==> src/hdl/rep_pkg.sv <==
`default_nettype none
// ---------------------------------------------------------------------------
// rep_pkg
// Shared types, codes and constants of the RESP element parser.
// ---------------------------------------------------------------------------
package rep_pkg;

	localparam int LEN_WIDTH_DEF = 30;
	localparam int SIMPLE_W      = 16;
	localparam int CFG_LEN_W     = 30;
	localparam int CFG_DATA_W    = 30;
	localparam int CFG_IDX_W     = 2;
	localparam int ACC_W         = 64;

	localparam logic [CFG_IDX_W-1:0] REG_MAX_SIMPLE = 2'd0;
	localparam logic [CFG_IDX_W-1:0] REG_MAX_BULK   = 2'd1;
	localparam logic [CFG_IDX_W-1:0] REG_MAX_ARRAY  = 2'd2;

	localparam logic [SIMPLE_W-1:0]  RST_MAX_SIMPLE = 16'd255;
	localparam logic [CFG_LEN_W-1:0] RST_MAX_BULK   = 30'd536870912;
	localparam logic [CFG_LEN_W-1:0] RST_MAX_ARRAY  = 30'd67108864;

	localparam logic [1:0] RK_PAYLOAD = 2'd0;
	localparam logic [1:0] RK_DONE    = 2'd1;
	localparam logic [1:0] RK_ERROR   = 2'd2;

	localparam logic [2:0] K_SIMPLE = 3'd0;
	localparam logic [2:0] K_ERROR  = 3'd1;
	localparam logic [2:0] K_INT    = 3'd2;
	localparam logic [2:0] K_BULK   = 3'd3;
	localparam logic [2:0] K_NIL    = 3'd4;
	localparam logic [2:0] K_ARRAY  = 3'd5;

	localparam logic [1:0] ERR_NONE     = 2'd0;
	localparam logic [1:0] ERR_OVERSIZE = 2'd1;
	localparam logic [1:0] ERR_INVALID  = 2'd2;

	localparam logic [7:0] CH_PLUS   = 8'h2B;
	localparam logic [7:0] CH_MINUS  = 8'h2D;
	localparam logic [7:0] CH_COLON  = 8'h3A;
	localparam logic [7:0] CH_DOLLAR = 8'h24;
	localparam logic [7:0] CH_STAR   = 8'h2A;
	localparam logic [7:0] CH_CR     = 8'h0D;
	localparam logic [7:0] CH_LF     = 8'h0A;
	localparam logic [7:0] CH_ZERO   = 8'h30;
	localparam logic [7:0] CH_NINE   = 8'h39;

	localparam logic [ACC_W-1:0] INT_POS_LIM = 64'h7FFF_FFFF_FFFF_FFFF;
	localparam logic [ACC_W-1:0] INT_NEG_LIM = 64'h8000_0000_0000_0000;

	typedef enum logic [2:0] {
		PH_IDLE,
		PH_STR,
		PH_NUM,
		PH_PAYLOAD,
		PH_TRAILER
	} phase_t;

	typedef struct packed {
		logic [SIMPLE_W-1:0]  max_simple;
		logic [CFG_LEN_W-1:0] max_bulk;
		logic [CFG_LEN_W-1:0] max_array;
	} cfg_t;

	typedef struct packed {
		logic [1:0]       kind;
		logic [7:0]       data;
		logic [2:0]       elem_kind;
		logic [ACC_W-1:0] value;
		logic [1:0]       err;
	} result_t;

endpackage
`default_nettype wire

==> src/hdl/rep_cfg.sv <==
`default_nettype none
// ---------------------------------------------------------------------------
// rep_cfg
// Configuration registers: length limits written through the plain write port.
// ---------------------------------------------------------------------------
module rep_cfg
	import rep_pkg::*;
(
	input  wire logic                  clk,
	input  wire logic                  arst_n,
	input  wire logic                  cfg_write,
	input  wire logic [CFG_IDX_W-1:0]  cfg_index,
	input  wire logic [CFG_DATA_W-1:0] cfg_data,
	output cfg_t                       cfg
);

	cfg_t cfg_q;

	always_ff @(posedge clk or negedge arst_n) begin
		if (!arst_n) begin
			cfg_q.max_simple <= RST_MAX_SIMPLE;
			cfg_q.max_bulk   <= RST_MAX_BULK;
			cfg_q.max_array  <= RST_MAX_ARRAY;
		end else if (cfg_write) begin
			unique case (cfg_index)
				REG_MAX_SIMPLE: cfg_q.max_simple <= cfg_data[SIMPLE_W-1:0];
				REG_MAX_BULK:   cfg_q.max_bulk   <= cfg_data[CFG_LEN_W-1:0];
				REG_MAX_ARRAY:  cfg_q.max_array  <= cfg_data[CFG_LEN_W-1:0];
				default: begin
				end
			endcase
		end
	end

	assign cfg = cfg_q;

endmodule
`default_nettype wire

==> src/hdl/rep_in_stage.sv <==
`default_nettype none
// ---------------------------------------------------------------------------
// rep_in_stage
// Input register: holds one stream byte until the parser takes it.
// ---------------------------------------------------------------------------
module rep_in_stage
	import rep_pkg::*;
(
	input  wire logic       clk,
	input  wire logic       arst_n,
	input  wire logic       in_valid,
	input  wire logic [7:0] in_byte,
	output logic            in_stall,
	input  wire logic       advance,
	output logic            valid_s1,
	output logic [7:0]      byte_s1
);

	assign in_stall = valid_s1 && !advance;

	always_ff @(posedge clk or negedge arst_n) begin
		if (!arst_n) begin
			valid_s1 <= 1'b0;
		end else if (!in_stall) begin
			valid_s1 <= in_valid;
		end
	end

	always_ff @(posedge clk) begin
		if (!in_stall && in_valid) begin
			byte_s1 <= in_byte;
		end
	end

endmodule
`default_nettype wire

==> src/hdl/rep_parse.sv <==
`default_nettype none
// ---------------------------------------------------------------------------
// rep_parse
// Element state and the per-byte parse step: type, number, content, trailer.
// ---------------------------------------------------------------------------
module rep_parse
	import rep_pkg::*;
#(
	parameter int LEN_WIDTH = LEN_WIDTH_DEF
) (
	input  wire logic       clk,
	input  wire logic       arst_n,
	input  wire cfg_t       cfg,
	input  wire logic       step,
	input  wire logic [7:0] byte_s1,
	output logic            emits,
	output result_t         res
);

	localparam logic [ACC_W-1:0] LEN_MAX64 = (64'd1 << LEN_WIDTH) - 64'd1;

	phase_t                 phase_q, phase_d;
	logic [2:0]             kind_q, kind_d;
	logic [ACC_W-1:0]       acc_q, acc_d;
	logic                   neg_q, neg_d;
	logic                   seen_q, seen_d;
	logic [LEN_WIDTH-1:0]   count_q, count_d;
	logic [LEN_WIDTH-1:0]   remain_q, remain_d;
	logic                   held_cr_q, held_cr_d;

	logic [ACC_W-1:0]       cap_simple, cap_bulk, cap_array, num_lim, signed_val;
	logic [ACC_W+3:0]       acc_x10, acc_next;
	logic                   num_over, is_digit, do_clear;
	logic [LEN_WIDTH-1:0]   count_inc, remain_dec;

	always_comb begin
		cap_simple = (64'(cfg.max_simple) > LEN_MAX64) ? LEN_MAX64 : 64'(cfg.max_simple);
		cap_bulk   = (64'(cfg.max_bulk) > LEN_MAX64) ? LEN_MAX64 : 64'(cfg.max_bulk);
		cap_array  = (64'(cfg.max_array) > LEN_MAX64) ? LEN_MAX64 : 64'(cfg.max_array);
		if (kind_q == K_INT) begin
			num_lim = neg_q ? INT_NEG_LIM : INT_POS_LIM;
		end else if (neg_q) begin
			num_lim = 64'd1;
		end else begin
			num_lim = (kind_q == K_BULK) ? cap_bulk : cap_array;
		end
		acc_x10    = ({4'b0, acc_q} << 3) + ({4'b0, acc_q} << 1);
		acc_next   = acc_x10 + 68'(byte_s1[3:0]);
		// Checking the full product covers both the pre-digit and post-digit bounds.
		num_over   = acc_next > {4'b0, num_lim};
		is_digit   = (byte_s1 >= CH_ZERO) && (byte_s1 <= CH_NINE);
		signed_val = neg_q ? (64'd0 - acc_q) : acc_q;
		count_inc  = count_q + 1'b1;
		remain_dec = remain_q - 1'b1;
	end

	always_comb begin
		phase_d   = phase_q;
		kind_d    = kind_q;
		acc_d     = acc_q;
		neg_d     = neg_q;
		seen_d    = seen_q;
		count_d   = count_q;
		remain_d  = remain_q;
		held_cr_d = held_cr_q;
		emits     = 1'b0;
		res       = '0;
		do_clear  = 1'b0;

		if (held_cr_q) begin
			if (byte_s1 != CH_LF) begin
				emits     = 1'b1;
				res.kind  = RK_ERROR;
				res.elem_kind = kind_q;
				res.err   = ERR_INVALID;
				do_clear  = 1'b1;
			end else if (phase_q == PH_NUM) begin
				if (kind_q == K_BULK) begin
					if (neg_q && (acc_q != '0)) begin
						emits         = 1'b1;
						res.kind      = RK_DONE;
						res.elem_kind = K_NIL;
						res.value     = '1;
						do_clear      = 1'b1;
					end else begin
						count_d   = acc_q[LEN_WIDTH-1:0];
						remain_d  = acc_q[LEN_WIDTH-1:0];
						held_cr_d = 1'b0;
						phase_d   = (acc_q == '0) ? PH_TRAILER : PH_PAYLOAD;
					end
				end else begin
					emits         = 1'b1;
					res.kind      = RK_DONE;
					res.elem_kind = kind_q;
					res.value     = signed_val;
					do_clear      = 1'b1;
				end
			end else begin
				emits         = 1'b1;
				res.kind      = RK_DONE;
				res.elem_kind = kind_q;
				res.value     = 64'(count_q);
				do_clear      = 1'b1;
			end
		end else begin
			unique case (phase_q)
				PH_IDLE: begin
					kind_d    = K_SIMPLE;
					acc_d     = '0;
					neg_d     = 1'b0;
					seen_d    = 1'b0;
					count_d   = '0;
					remain_d  = '0;
					held_cr_d = 1'b0;
					unique case (byte_s1)
						CH_PLUS: begin
							kind_d  = K_SIMPLE;
							phase_d = PH_STR;
						end
						CH_MINUS: begin
							kind_d  = K_ERROR;
							phase_d = PH_STR;
						end
						CH_COLON: begin
							kind_d  = K_INT;
							phase_d = PH_NUM;
						end
						CH_DOLLAR: begin
							kind_d  = K_BULK;
							phase_d = PH_NUM;
						end
						CH_STAR: begin
							kind_d  = K_ARRAY;
							phase_d = PH_NUM;
						end
						default: begin
							emits         = 1'b1;
							res.kind      = RK_ERROR;
							res.elem_kind = K_SIMPLE;
							res.err       = ERR_INVALID;
							do_clear      = 1'b1;
						end
					endcase
				end
				PH_STR: begin
					if (byte_s1 == CH_CR) begin
						held_cr_d = 1'b1;
					end else begin
						count_d = count_inc;
						emits   = 1'b1;
						res.elem_kind = kind_q;
						if ((64'(count_inc) > cap_simple) || (count_inc == '0)) begin
							res.kind = RK_ERROR;
							res.err  = ERR_OVERSIZE;
							do_clear = 1'b1;
						end else begin
							res.kind = RK_PAYLOAD;
							res.data = byte_s1;
						end
					end
				end
				PH_NUM: begin
					if ((byte_s1 == CH_MINUS) && !seen_q && !neg_q) begin
						neg_d = 1'b1;
					end else if (is_digit) begin
						if (num_over) begin
							emits         = 1'b1;
							res.kind      = RK_ERROR;
							res.elem_kind = kind_q;
							res.err       = ERR_OVERSIZE;
							do_clear      = 1'b1;
						end else begin
							acc_d  = acc_next[ACC_W-1:0];
							seen_d = 1'b1;
						end
					end else if ((byte_s1 == CH_CR) && seen_q) begin
						held_cr_d = 1'b1;
					end else begin
						emits         = 1'b1;
						res.kind      = RK_ERROR;
						res.elem_kind = kind_q;
						res.err       = ERR_INVALID;
						do_clear      = 1'b1;
					end
				end
				PH_PAYLOAD: begin
					remain_d = remain_dec;
					if (remain_dec == '0) begin
						phase_d = PH_TRAILER;
					end
					emits         = 1'b1;
					res.kind      = RK_PAYLOAD;
					res.data      = byte_s1;
					res.elem_kind = K_BULK;
				end
				PH_TRAILER: begin
					if (byte_s1 == CH_CR) begin
						held_cr_d = 1'b1;
					end else begin
						emits         = 1'b1;
						res.kind      = RK_ERROR;
						res.elem_kind = kind_q;
						res.err       = ERR_INVALID;
						do_clear      = 1'b1;
					end
				end
				default: begin
					do_clear = 1'b1;
				end
			endcase
		end

		if (do_clear) begin
			phase_d   = PH_IDLE;
			kind_d    = K_SIMPLE;
			acc_d     = '0;
			neg_d     = 1'b0;
			seen_d    = 1'b0;
			count_d   = '0;
			remain_d  = '0;
			held_cr_d = 1'b0;
		end
	end

	always_ff @(posedge clk or negedge arst_n) begin
		if (!arst_n) begin
			phase_q   <= PH_IDLE;
			kind_q    <= K_SIMPLE;
			acc_q     <= '0;
			neg_q     <= 1'b0;
			seen_q    <= 1'b0;
			count_q   <= '0;
			remain_q  <= '0;
			held_cr_q <= 1'b0;
		end else if (step) begin
			phase_q   <= phase_d;
			kind_q    <= kind_d;
			acc_q     <= acc_d;
			neg_q     <= neg_d;
			seen_q    <= seen_d;
			count_q   <= count_d;
			remain_q  <= remain_d;
			held_cr_q <= held_cr_d;
		end
	end

`ifndef SYNTHESIS
	a_cr_phase: assert property (@(posedge clk) disable iff (!arst_n)
		held_cr_q |-> (phase_q == PH_STR || phase_q == PH_NUM || phase_q == PH_TRAILER))
		else $error("held CR outside a line-ending phase");

	a_payload_left: assert property (@(posedge clk) disable iff (!arst_n)
		phase_q == PH_PAYLOAD |-> remain_q != '0)
		else $error("payload phase with nothing remaining");

	a_idle_clean: assert property (@(posedge clk) disable iff (!arst_n)
		phase_q == PH_IDLE |-> (!held_cr_q && !neg_q && !seen_q && acc_q == '0))
		else $error("idle with element state left over");

	a_error_idle: assert property (@(posedge clk) disable iff (!arst_n)
		(step && emits && res.kind == RK_ERROR) |=> (phase_q == PH_IDLE && !held_cr_q))
		else $error("error did not return the parser to idle");
`endif

endmodule
`default_nettype wire

==> src/hdl/rep_out_stage.sv <==
`default_nettype none
// ---------------------------------------------------------------------------
// rep_out_stage
// Result register: holds one result until the consumer takes the transfer.
// ---------------------------------------------------------------------------
module rep_out_stage
	import rep_pkg::*;
(
	input  wire logic    clk,
	input  wire logic    arst_n,
	input  wire logic    load,
	input  wire result_t res_in,
	input  wire logic    out_stall,
	output logic         out_valid,
	output result_t      res_out
);

	logic    valid_q;
	result_t res_q;

	always_ff @(posedge clk or negedge arst_n) begin
		if (!arst_n) begin
			valid_q <= 1'b0;
		end else if (load) begin
			valid_q <= 1'b1;
		end else if (!out_stall) begin
			valid_q <= 1'b0;
		end
	end

	always_ff @(posedge clk) begin
		if (load) begin
			res_q <= res_in;
		end
	end

	assign out_valid = valid_q;
	assign res_out   = res_q;

endmodule
`default_nettype wire

==> src/hdl/resp_element_parser_core.sv <==
`default_nettype none
// A result enters the result register when the parse step takes its byte from the input
// register. Throughput: one byte per cycle unless a new result meets a full, stalled output;
// the parse step updates all element state between the input and result registers.
// A byte that yields no result leaves the result register free for the next one.
// Reset is asynchronous: parser idle, no result pending, limit registers at their defaults.
// ---------------------------------------------------------------------------
// resp_element_parser_core
// Byte-serial RESP element parser with input and result registers.
// ---------------------------------------------------------------------------
module resp_element_parser_core
	import rep_pkg::*;
#(
	parameter int LEN_WIDTH = LEN_WIDTH_DEF
) (
	input  wire logic                  clk,
	input  wire logic                  arst_n,
	input  wire logic                  cfg_write,
	input  wire logic [CFG_IDX_W-1:0]  cfg_index,
	input  wire logic [CFG_DATA_W-1:0] cfg_data,
	input  wire logic                  in_valid,
	output logic                       in_stall,
	input  wire logic [7:0]            in_byte,
	output logic                       out_valid,
	input  wire logic                  out_stall,
	output logic [1:0]                 result_kind,
	output logic [7:0]                 data_byte,
	output logic [2:0]                 elem_kind,
	output logic signed [63:0]         elem_value,
	output logic [1:0]                 error_code
);

	cfg_t       cfg;
	logic       valid_s1;
	logic [7:0] byte_s1;
	logic       advance, step, emits, load;
	result_t    res, res_out;

	assign advance = !emits || !out_valid || !out_stall;
	assign step    = valid_s1 && advance;
	assign load    = step && emits;

	rep_cfg u_cfg (
		.clk       (clk),
		.arst_n    (arst_n),
		.cfg_write (cfg_write),
		.cfg_index (cfg_index),
		.cfg_data  (cfg_data),
		.cfg       (cfg)
	);

	rep_in_stage u_in (
		.clk      (clk),
		.arst_n   (arst_n),
		.in_valid (in_valid),
		.in_byte  (in_byte),
		.in_stall (in_stall),
		.advance  (advance),
		.valid_s1 (valid_s1),
		.byte_s1  (byte_s1)
	);

	rep_parse #(
		.LEN_WIDTH (LEN_WIDTH)
	) u_parse (
		.clk     (clk),
		.arst_n  (arst_n),
		.cfg     (cfg),
		.step    (step),
		.byte_s1 (byte_s1),
		.emits   (emits),
		.res     (res)
	);

	rep_out_stage u_out (
		.clk       (clk),
		.arst_n    (arst_n),
		.load      (load),
		.res_in    (res),
		.out_stall (out_stall),
		.out_valid (out_valid),
		.res_out   (res_out)
	);

	assign result_kind = res_out.kind;
	assign data_byte   = res_out.data;
	assign elem_kind   = res_out.elem_kind;
	assign elem_value  = res_out.value;
	assign error_code  = res_out.err;

endmodule
`default_nettype wire

==> config.mk <==
export PLATFORM = sky130hd
export DESIGN_NAME = resp_element_parser_core
export DESIGN_NICKNAME = d
export VERILOG_FILES = /design/src/hdl/rep_pkg.sv /design/src/hdl/rep_cfg.sv /design/src/hdl/rep_in_stage.sv /design/src/hdl/rep_parse.sv /design/src/hdl/rep_out_stage.sv /design/src/hdl/resp_element_parser_core.sv
export SDC_FILE = /design/constraint.sdc
export NUM_CORES = 1
export LEC_CHECK = 0
export BUFFER_PORTS_ARGS = -buffer_cell sky130_fd_sc_hd__buf_2
export CAP_MARGIN = 15
export CORE_MARGIN = 4
export CORE_UTILIZATION = 60
export CTS_CLUSTER_SIZE = 25
export DETAILED_ROUTE_END_ITERATION = 10
export PLACE_DENSITY = 0.78
export SYNTH_ARGS = -nofsm -noshare
export SYNTH_HDL_FRONTEND = slang
export SYNTH_SLANG_ARGS = --single-unit
export TNS_END_PERCENT = 100
==> constraint.sdc <==
create_clock -name clk -period 11.4 [get_ports clk]
set_input_delay 1.14 -clock clk [delete_from_list [all_inputs] [get_ports clk]]
set_output_delay 1.14 -clock clk [all_outputs]
set_load 0.005 [all_outputs]
==> run metrics, run 1 <==
critical path arrival=between 7 and 8 ns; Yosys warning total=0; CTS tree=built; worst relative slew slack=around 26%; Peak VDD IR=around 0.00015 V; core footprint=~39000 µm²; syn_nets=between 2000 and 3000; clock period minus worst slack=roughly 9.0 ns; count leader, synth=nand2_1; Clock Latency Late Sink=0.58 ns; Initial Utilization=between 60% and 70%; routability congestion estimate=just over 1; Leak Pwr=~12 nW; pwr dens=around 150 nW/µm²; R2R depth=26; hold_buf cts=0; Final period util=between 70% and 80%; Top Layer Used=met4; final hold violation count=0; Mapped Area=roughly 23000 µm²; Worst Path Required=10.26 ns; layout cells sized above 1=12.9%; Clock Tree Buf Depth=3; post-synthesis sequential area ratio=33.7%; RSZ-0062 raised after global routing=no; overall power=3.88 mW; DR WL met2=33100 µm; Vias=~22000; Final nets=a little under 3000; top post-synthesis cells by area=dfrtp_1 21%, ha_1 11%, edfxtp_1 11%; maxcap violations=0; crit start category=register; row cnt=between 70 and 80; Sink Count=roughly 300; final wirelength=about 76000 µm; met3 routed WL=a little over 7000 µm; status=finished, final reports clean; main flop type after synthesis=dfrtp_1; largest net degree at the start of global routing=101; Worst Hold Class=register to register; DP HPWL=between 50000 and 60000 µm; clk root buf=clkbuf_16; Avg Inst Size Synth=roughly 9.0 µm²; M1 WL=about 33000 µm; full die area=between 40000 and 50000 µm²; grt ovf=0; Slew Limit Fails=0; Die Y=approximately 210 µm; Synth area leader=dfrtp_1; GRT Resource Usage Total=between 30 and 40%; TritonCTS Buffers=37; worst-margin pin slew=1.10 ns; Vias/cell=6.80; Hold Path Stages=1; Top Ports=between 100 and 150; critical path peak fanout=8; Final Setup Violations=0; Crit Path Category=register to output port; Setup TNS=0 ns; clk slew on worst S/H paths=approximately 0.060 ns; Final Skew=around 0.022 ns; H-tree depth=2; First DRT Iteration DRCs=approximately 2300; Post-Syn Instances=2605; first-pass GRT wire length=around 120000 µm; Seq cells post-synth=just under 300; Netlist cell types=93; Port Buf Inserts=~130; Die Wd=206 µm; DR DRC count=0; Layout area overhead=9.05%; FFs w/ async S/R, synth=between 70% and 80%; critical path endpoint category=output port; f_max=approximately 0.11 GHz; EDFF count, synth=87; drt first pass iters=6; Inserted Diodes=0; vias in the first global route=slightly above 20000; initial antenna violation count=1; CTS resizes=0; Commonest cells post-synth=220 x nand2_1, 212 x a21oi_1, 212 x ha_1; drt wl/cell=roughly 24 µm; ANT nets after route=0; top cell type's share of synthesized area=between 20 and 25%; setup repair bufs after CTS=0
-- critical path, stage by stage, from the launching register on --
cell and delay, ns:
edfxtp_1 0.51, fa_1 0.62, inv_1 0.07, fa_1 0.45
nand2b_1 0.21, a211oi_1 0.37, o21ai_0 0.23, a21boi_0 0.29
o21a_1 0.19, o21a_1 0.15, o21ai_0 0.17, o31ai_1 0.32
xor2_1 0.13, ha_1 0.34, nand4_1 0.12, nor4bb_1 0.58
o211ai_1 0.24, o211ai_1 0.20, a2111oi_0 0.18, o311ai_1 0.33
a31o_2 0.26, o31a_1 0.41, nor2_1 0.23, nor3_1 0.51
buf_2 0.21
-- routing by layer --
layer	up-vias	track usage (%)
li1	9814	-
met1	10500	50.3
met2	1102	53.5
met3	221	6.49
met4	0	15.0
met5	-	0
-- report_power, final --
part	internal, mW	switching (mW)
logic	0.392	0.817
registers	1.32	0.0984
clock network	0.754	0.495
-- cell type report --
cell class / count / area (µm²)
fill: 3180 / 13100
timing repair buffer: 147 / 812
multi-input combinational: 2057 / 14600
clock inverter: 17 / 251
inverter: 92 / 345
clock buffer: 51 / 1030
sequential: 298 / 7910
tap: 518 / 648
-- per-stage QoR --
stage | hold WS, ns | util (%) | instance area, µm² | cells | setup WS, ns
floorplan | 0.461 | - | 23500 | 2605 | 1.89
global placement | 0.488 | 62.8 | 24300 | 3111 | 2.83
detailed placement | 0.493 | 62.8 | 24300 | 3111 | 2.52
CTS | 0.506 | 66.1 | 25600 | 3179 | 2.48
global route | 0.516 | 66.2 | 25600 | 3180 | 1.87
finish | 0.504 | 66.2 | 25600 | 3180 | 2.38
-- final timing paths --
check                                                  end  slack [ns]                      start
setup / recovery                                  in_stall        2.38  u_in.byte_s1[3]$_DFFE_PP_
hold / removal                   u_cfg.cfg[45]$_DFFE_PN0P_        0.50  u_cfg.cfg[45]$_DFFE_PN0P_
setup reg to reg           u_parse.remain_q[5]$_DFFE_PN0P_        2.81  u_in.byte_s1[3]$_DFFE_PP_
hold reg to reg                  u_cfg.cfg[45]$_DFFE_PN0P_        0.50  u_cfg.cfg[45]$_DFFE_PN0P_
max in group asynchronous        u_cfg.cfg[55]$_DFFE_PN0P_        8.68                     arst_n
min in group asynchronous        u_in.valid_s1$_DFFE_PN0N_        0.66                     arst_n
-- state kept, by name (all words and copies together) (netlist names) --
signal and flops:
u_out.res_out 79, u_cfg.cfg 76, u_parse.acc_q 64, u_parse.count_q 30, u_parse.remain_q 30, u_in.byte_s1 8, u_parse.kind_q 3, u_parse.phase_q 3
u_in.valid_s1 1, u_out.out_valid 1, u_parse.held_cr_q 1, u_parse.neg_q 1, u_parse.seen_q 1
-- layout by cell type (no fill, tap or decap), types with 28 or more instances in the layout --
cell type	synthesis	final
a211oi_1	29	29
or3_1	28	28
a311o_1	30	30
and3_1	76	76
edfxtp_1	87	87
buf_2	23	124
nor4_1	30	30
ha_1	212	212
nand4_1	45	45
mux2_2	80	80
nor3_1	51	50
nand3_1	52	52
dfrtp_1	201	199
xnor2_1	77	77
nand2_1	220	219
nor2_1	174	173
mux2_1	46	46
o31ai_1	46	46
xor2_1	62	62
inv_1	92	92
clkbuf_16	0	37
o21ai_0	170	170
a21oi_1	212	211
-- kinds of logic (layout without fill, tap and decap cells) --
family	count (synthesis)	after routing	synth area share, %
buf+inv	250	307	4.36
flops	298	298	33.7
fa+ha+maj	214	214	11.5
simple gates	825	825	17.9
compound gates	741	741	20.8
mux	138	138	6.56
xor+xnor	139	139	5.19
Power figures use the tool's default switching activity.
==> run 2: changes to the inputs <==
Settings changed: ABC_AREA from default to 1.
Clock period 11.4 ns to 9.3 ns, I/O delays scaled along.
==> run metrics, run 2 <==
status=finished, final reports clean (unchanged); Mapped Area=23900 µm² (was 23500 µm²); R2R Path Start=u_parse.acc_q[0]$_DFFE_PN0P_ (was u_in.byte_s1[3]$_DFFE_PP_); top post-synthesis cells by area=dfrtp_1 21%, nand2_1 14%, ha_1 11% (was dfrtp_1 21%, ha_1 11%, edfxtp_1 11%); most frequent CP cell=nand2_1; post-synthesis sequential area ratio=33.1% (was 33.7%); Switching Share=31.9% (was 36.3%); first-pass GRT wire length=122000 µm (was 118000 µm); Final Setup Violations=0 (unchanged); crit start category=register (unchanged); Seq cells post-synth=298 (unchanged); row cnt=72 (unchanged); CTS tree=built (unchanged); H-tree depth=2 (unchanged); ANT nets after route=0 (unchanged); main flop type after synthesis=dfrtp_1 (unchanged); final wirelength=78000 µm (was 76400 µm); Initial Utilization=61.3% (was 60.7%); Clock Tree Buf Depth=3 (unchanged); critical path arrival=7.59 ns (was 7.88 ns); Crit Path Category=register to register (was register to output port); full die area=43100 µm² (was 42300 µm²); Yosys warning total=0 (unchanged); Largest register FFs=79 (unchanged); f_max=between 0.1 and 0.15 GHz; Die Wd=208 µm (was 206 µm); Layout area overhead=9.09% (was 9.05%); Synth area leader=dfrtp_1 (unchanged); sequential share of power=41.4% (was 36.7%); Die Y=208 µm (was 206 µm); area of the multi-input gates=14100 µm² (was 14600 µm²); count leader, synth=nand2_1 (unchanged); drt wl/cell=19.6 µm (was 24.0 µm); FF+latch area=7910 µm² (about the same); First DRT Iteration DRCs=2824 (was 2333); most frequent cells in the layout=896 x nand2_1, 362 x nor2_1, 346 x inv_1 (was 219 x nand2_1, 212 x ha_1, 211 x a21oi_1); worst-margin pin slew=1.05 ns (was 1.10 ns); Vias=24100 (was 21600); Slew Limit Fails=0 (unchanged); fill count=3343 (was 3180); Commonest cells post-synth=898 x nand2_1, 364 x nor2_1, 348 x inv_1 (was 220 x nand2_1, 212 x a21oi_1, 212 x ha_1); Post-Syn Instances=3363 (was 2605); Top Ports=126 (unchanged); FFs w/ async S/R, synth=70.8% (unchanged); worst relative slew slack=29.7% (was 25.5%); drt first pass iters=6 (unchanged); TritonCTS Buffers=35 (was 37); largest net degree at the start of global routing=88 (was 101); critical path endpoint category=register (was output port); GRT Resource Usage Total=34.8% (was 35.5%); Clock Latency Late Sink=0.56 ns (was 0.58 ns); layout cells sized above 1=7.71% (was 12.9%); EDFF count, synth=87 (unchanged); pwr dens=152 nW/µm² (about the same); Internal=2.70 mW (was 2.47 mW); initial antenna violation count=0 (was 1); clock period minus worst slack=7.15 ns; Sink Count=298 (unchanged); CP max stage cell=inv_2 (was fa_1); most common cell after layout, fill and taps aside=nand2_1 (unchanged); RSZ-0062 raised after global routing=no (unchanged); DP Cell Count=3904 (was 3111); Avg Inst Size Synth=7.11 µm² (was 9.00 µm²); DR DRC count=0 (unchanged); setup repair bufs after CTS=0 (unchanged); post-route insts no fill=3970 (was 3180); P_sw=1.27 mW (was 1.41 mW); routability congestion estimate=1.03 (was 1.01); clk root buf=clkbuf_16 (unchanged); reg-to-reg endpoint=u_parse.acc_q[39]$_DFFE_PN0P_ (was u_parse.remain_q[5]$_DFFE_PN0P_); hold_buf cts=0 (unchanged); Port Buf Inserts=125 (unchanged); syn_nets=3622 (was 2864); Final period util=76.9%; vias in the first global route=22200 (was 20500); Vias/cell=6.08 (was 6.80); core footprint=39000 µm² (was 38600 µm²); final hold violation count=0 (unchanged); DP HPWL=60600 µm (was 56700 µm); top cell type's share of synthesized area=21.0% (was 21.4%); clk slew on worst S/H paths=0.06 ns (about the same); Clock power frac=37.6% (was 32.2%); Worst Hold Class=input port to asynchronous set/reset pin (was register to register); R2R depth=33 (was 26); grt ovf=0 (unchanged); Final nets=3684 (was 2892); Worst Path Required=9.74 ns (was 10.26 ns); Netlist cell types=56 (was 93); Leak Pwr=13.5 nW (was 11.7 nW); CTS resizes=0 (unchanged); maxcap violations=0 (unchanged); Final Skew=0.0267 ns (was 0.0224 ns); critical path peak fanout=55 (was 8); Setup TNS=0 ns (unchanged); Max stage delay on crit path=0.80 ns (was 0.62 ns); Peak VDD IR=0.000177 V (was 0.000148 V); Logic pwr share=21.0% (was 31.2%); Inserted Diodes=0 (unchanged); R2R Setup Slk=2.15 ns (was 2.81 ns)
run 2: cell count changes after synthesis, sizes merged, moves of 101 or more:
cell   delta
inv     +266
mux2    -126
nand2   +685
nand3   +142
nor2    +193
o21ai   +101
run 2: cell type report:
class | instances | share of cell area (%)
Clock buffer | 46 | 3.75
Clock inverter | 18 | 1.06
Inverter | 360 | 5.19
Multi-Input combinational cell | 2586 | 54.2
Sequential cell | 298 | 30.3
Tap cell | 518 | 2.48
Timing Repair Buffer | 144 | 3.03
run 2: worst max-delay path by stage:
stage | to | from
5_1_grt | u_parse.acc_q[58]$_DFFE_PN0P_ | u_in.byte_s1[2]$_DFFE_PP_
2_1_floorplan | u_out.res_out[0]$_SDFFCE_PP0P_ | u_in.byte_s1[3]$_DFFE_PP_
3_3_place_gp | u_parse.acc_q[62]$_DFFE_PN0P_ | u_in.byte_s1[3]$_DFFE_PP_
4_1_cts | u_parse.acc_q[39]$_DFFE_PN0P_ | u_in.byte_s1[2]$_DFFE_PP_
3_5_place_dp | u_parse.acc_q[52]$_DFFE_PN0P_ | u_parse.acc_q[0]$_DFFE_PN0P_
6_report | u_parse.acc_q[39]$_DFFE_PN0P_ | u_parse.acc_q[0]$_DFFE_PN0P_
run 2: worst max-delay path, delay by kind of cell (launching register included):
kind	cells	cell delay, ns
flip-flops	1	0.50
AO/OA/AOI/OAI	3	0.46
XOR/XNOR	1	0.36
AND/OR/NAND/NOR	22	3.02
adder cells (fa/ha/maj)	3	1.22
buffers and inverters	4	1.43
run 2: power by group through the flow:
stage               logic [mW]  registers (mW)  clock network, mW
finish                   0.833            1.64               1.49
global route             0.911            1.66               1.56
CTS                      0.824            1.65               1.50
detailed placement       0.820            1.67                  0
global placement         0.799            1.66                  0
floorplan                0.541            1.67                  0
run 2: per-stage QoR:
step                      hold WS, ns  setup WS (ns)  util, %  power [mW]  area (µm²)
after CTS                       0.444           2.24     66.8        3.97       26100
after global routing            0.482           1.59     66.9        4.13       26100
final                           0.416           2.15     66.9        3.97       26100
after detailed placement        0.468           2.28     63.6        2.49       24800
after global placement          0.455           2.44     63.6        2.46       24800
after floorplan                 0.442           2.91        -        2.22       23900
run 2: kinds of logic (layout without fill, tap and decap cells):
family / count (synthesis) / after routing / synth area share, %
buffers and inverters: 479 / 568 / 7.97
flip-flops: 298 / 298 / 33.1
AND/OR/NAND/NOR: 1624 / 1624 / 28.3
AO/OA/AOI/OAI: 623 / 623 / 14.9
XOR/XNOR: 125 / 125 / 4.58
adder cells (fa/ha/maj): 214 / 214 / 11.3
run 2: routing by layer:
metal,GRT usage [%],routed length (µm),vias to the layer above
met4,9.88,2320,0
met1,53.1,34700,11300
li1,-,-,11400
met3,7.57,9190,148
met2,49.9,31800,1342
met5,0,0,-
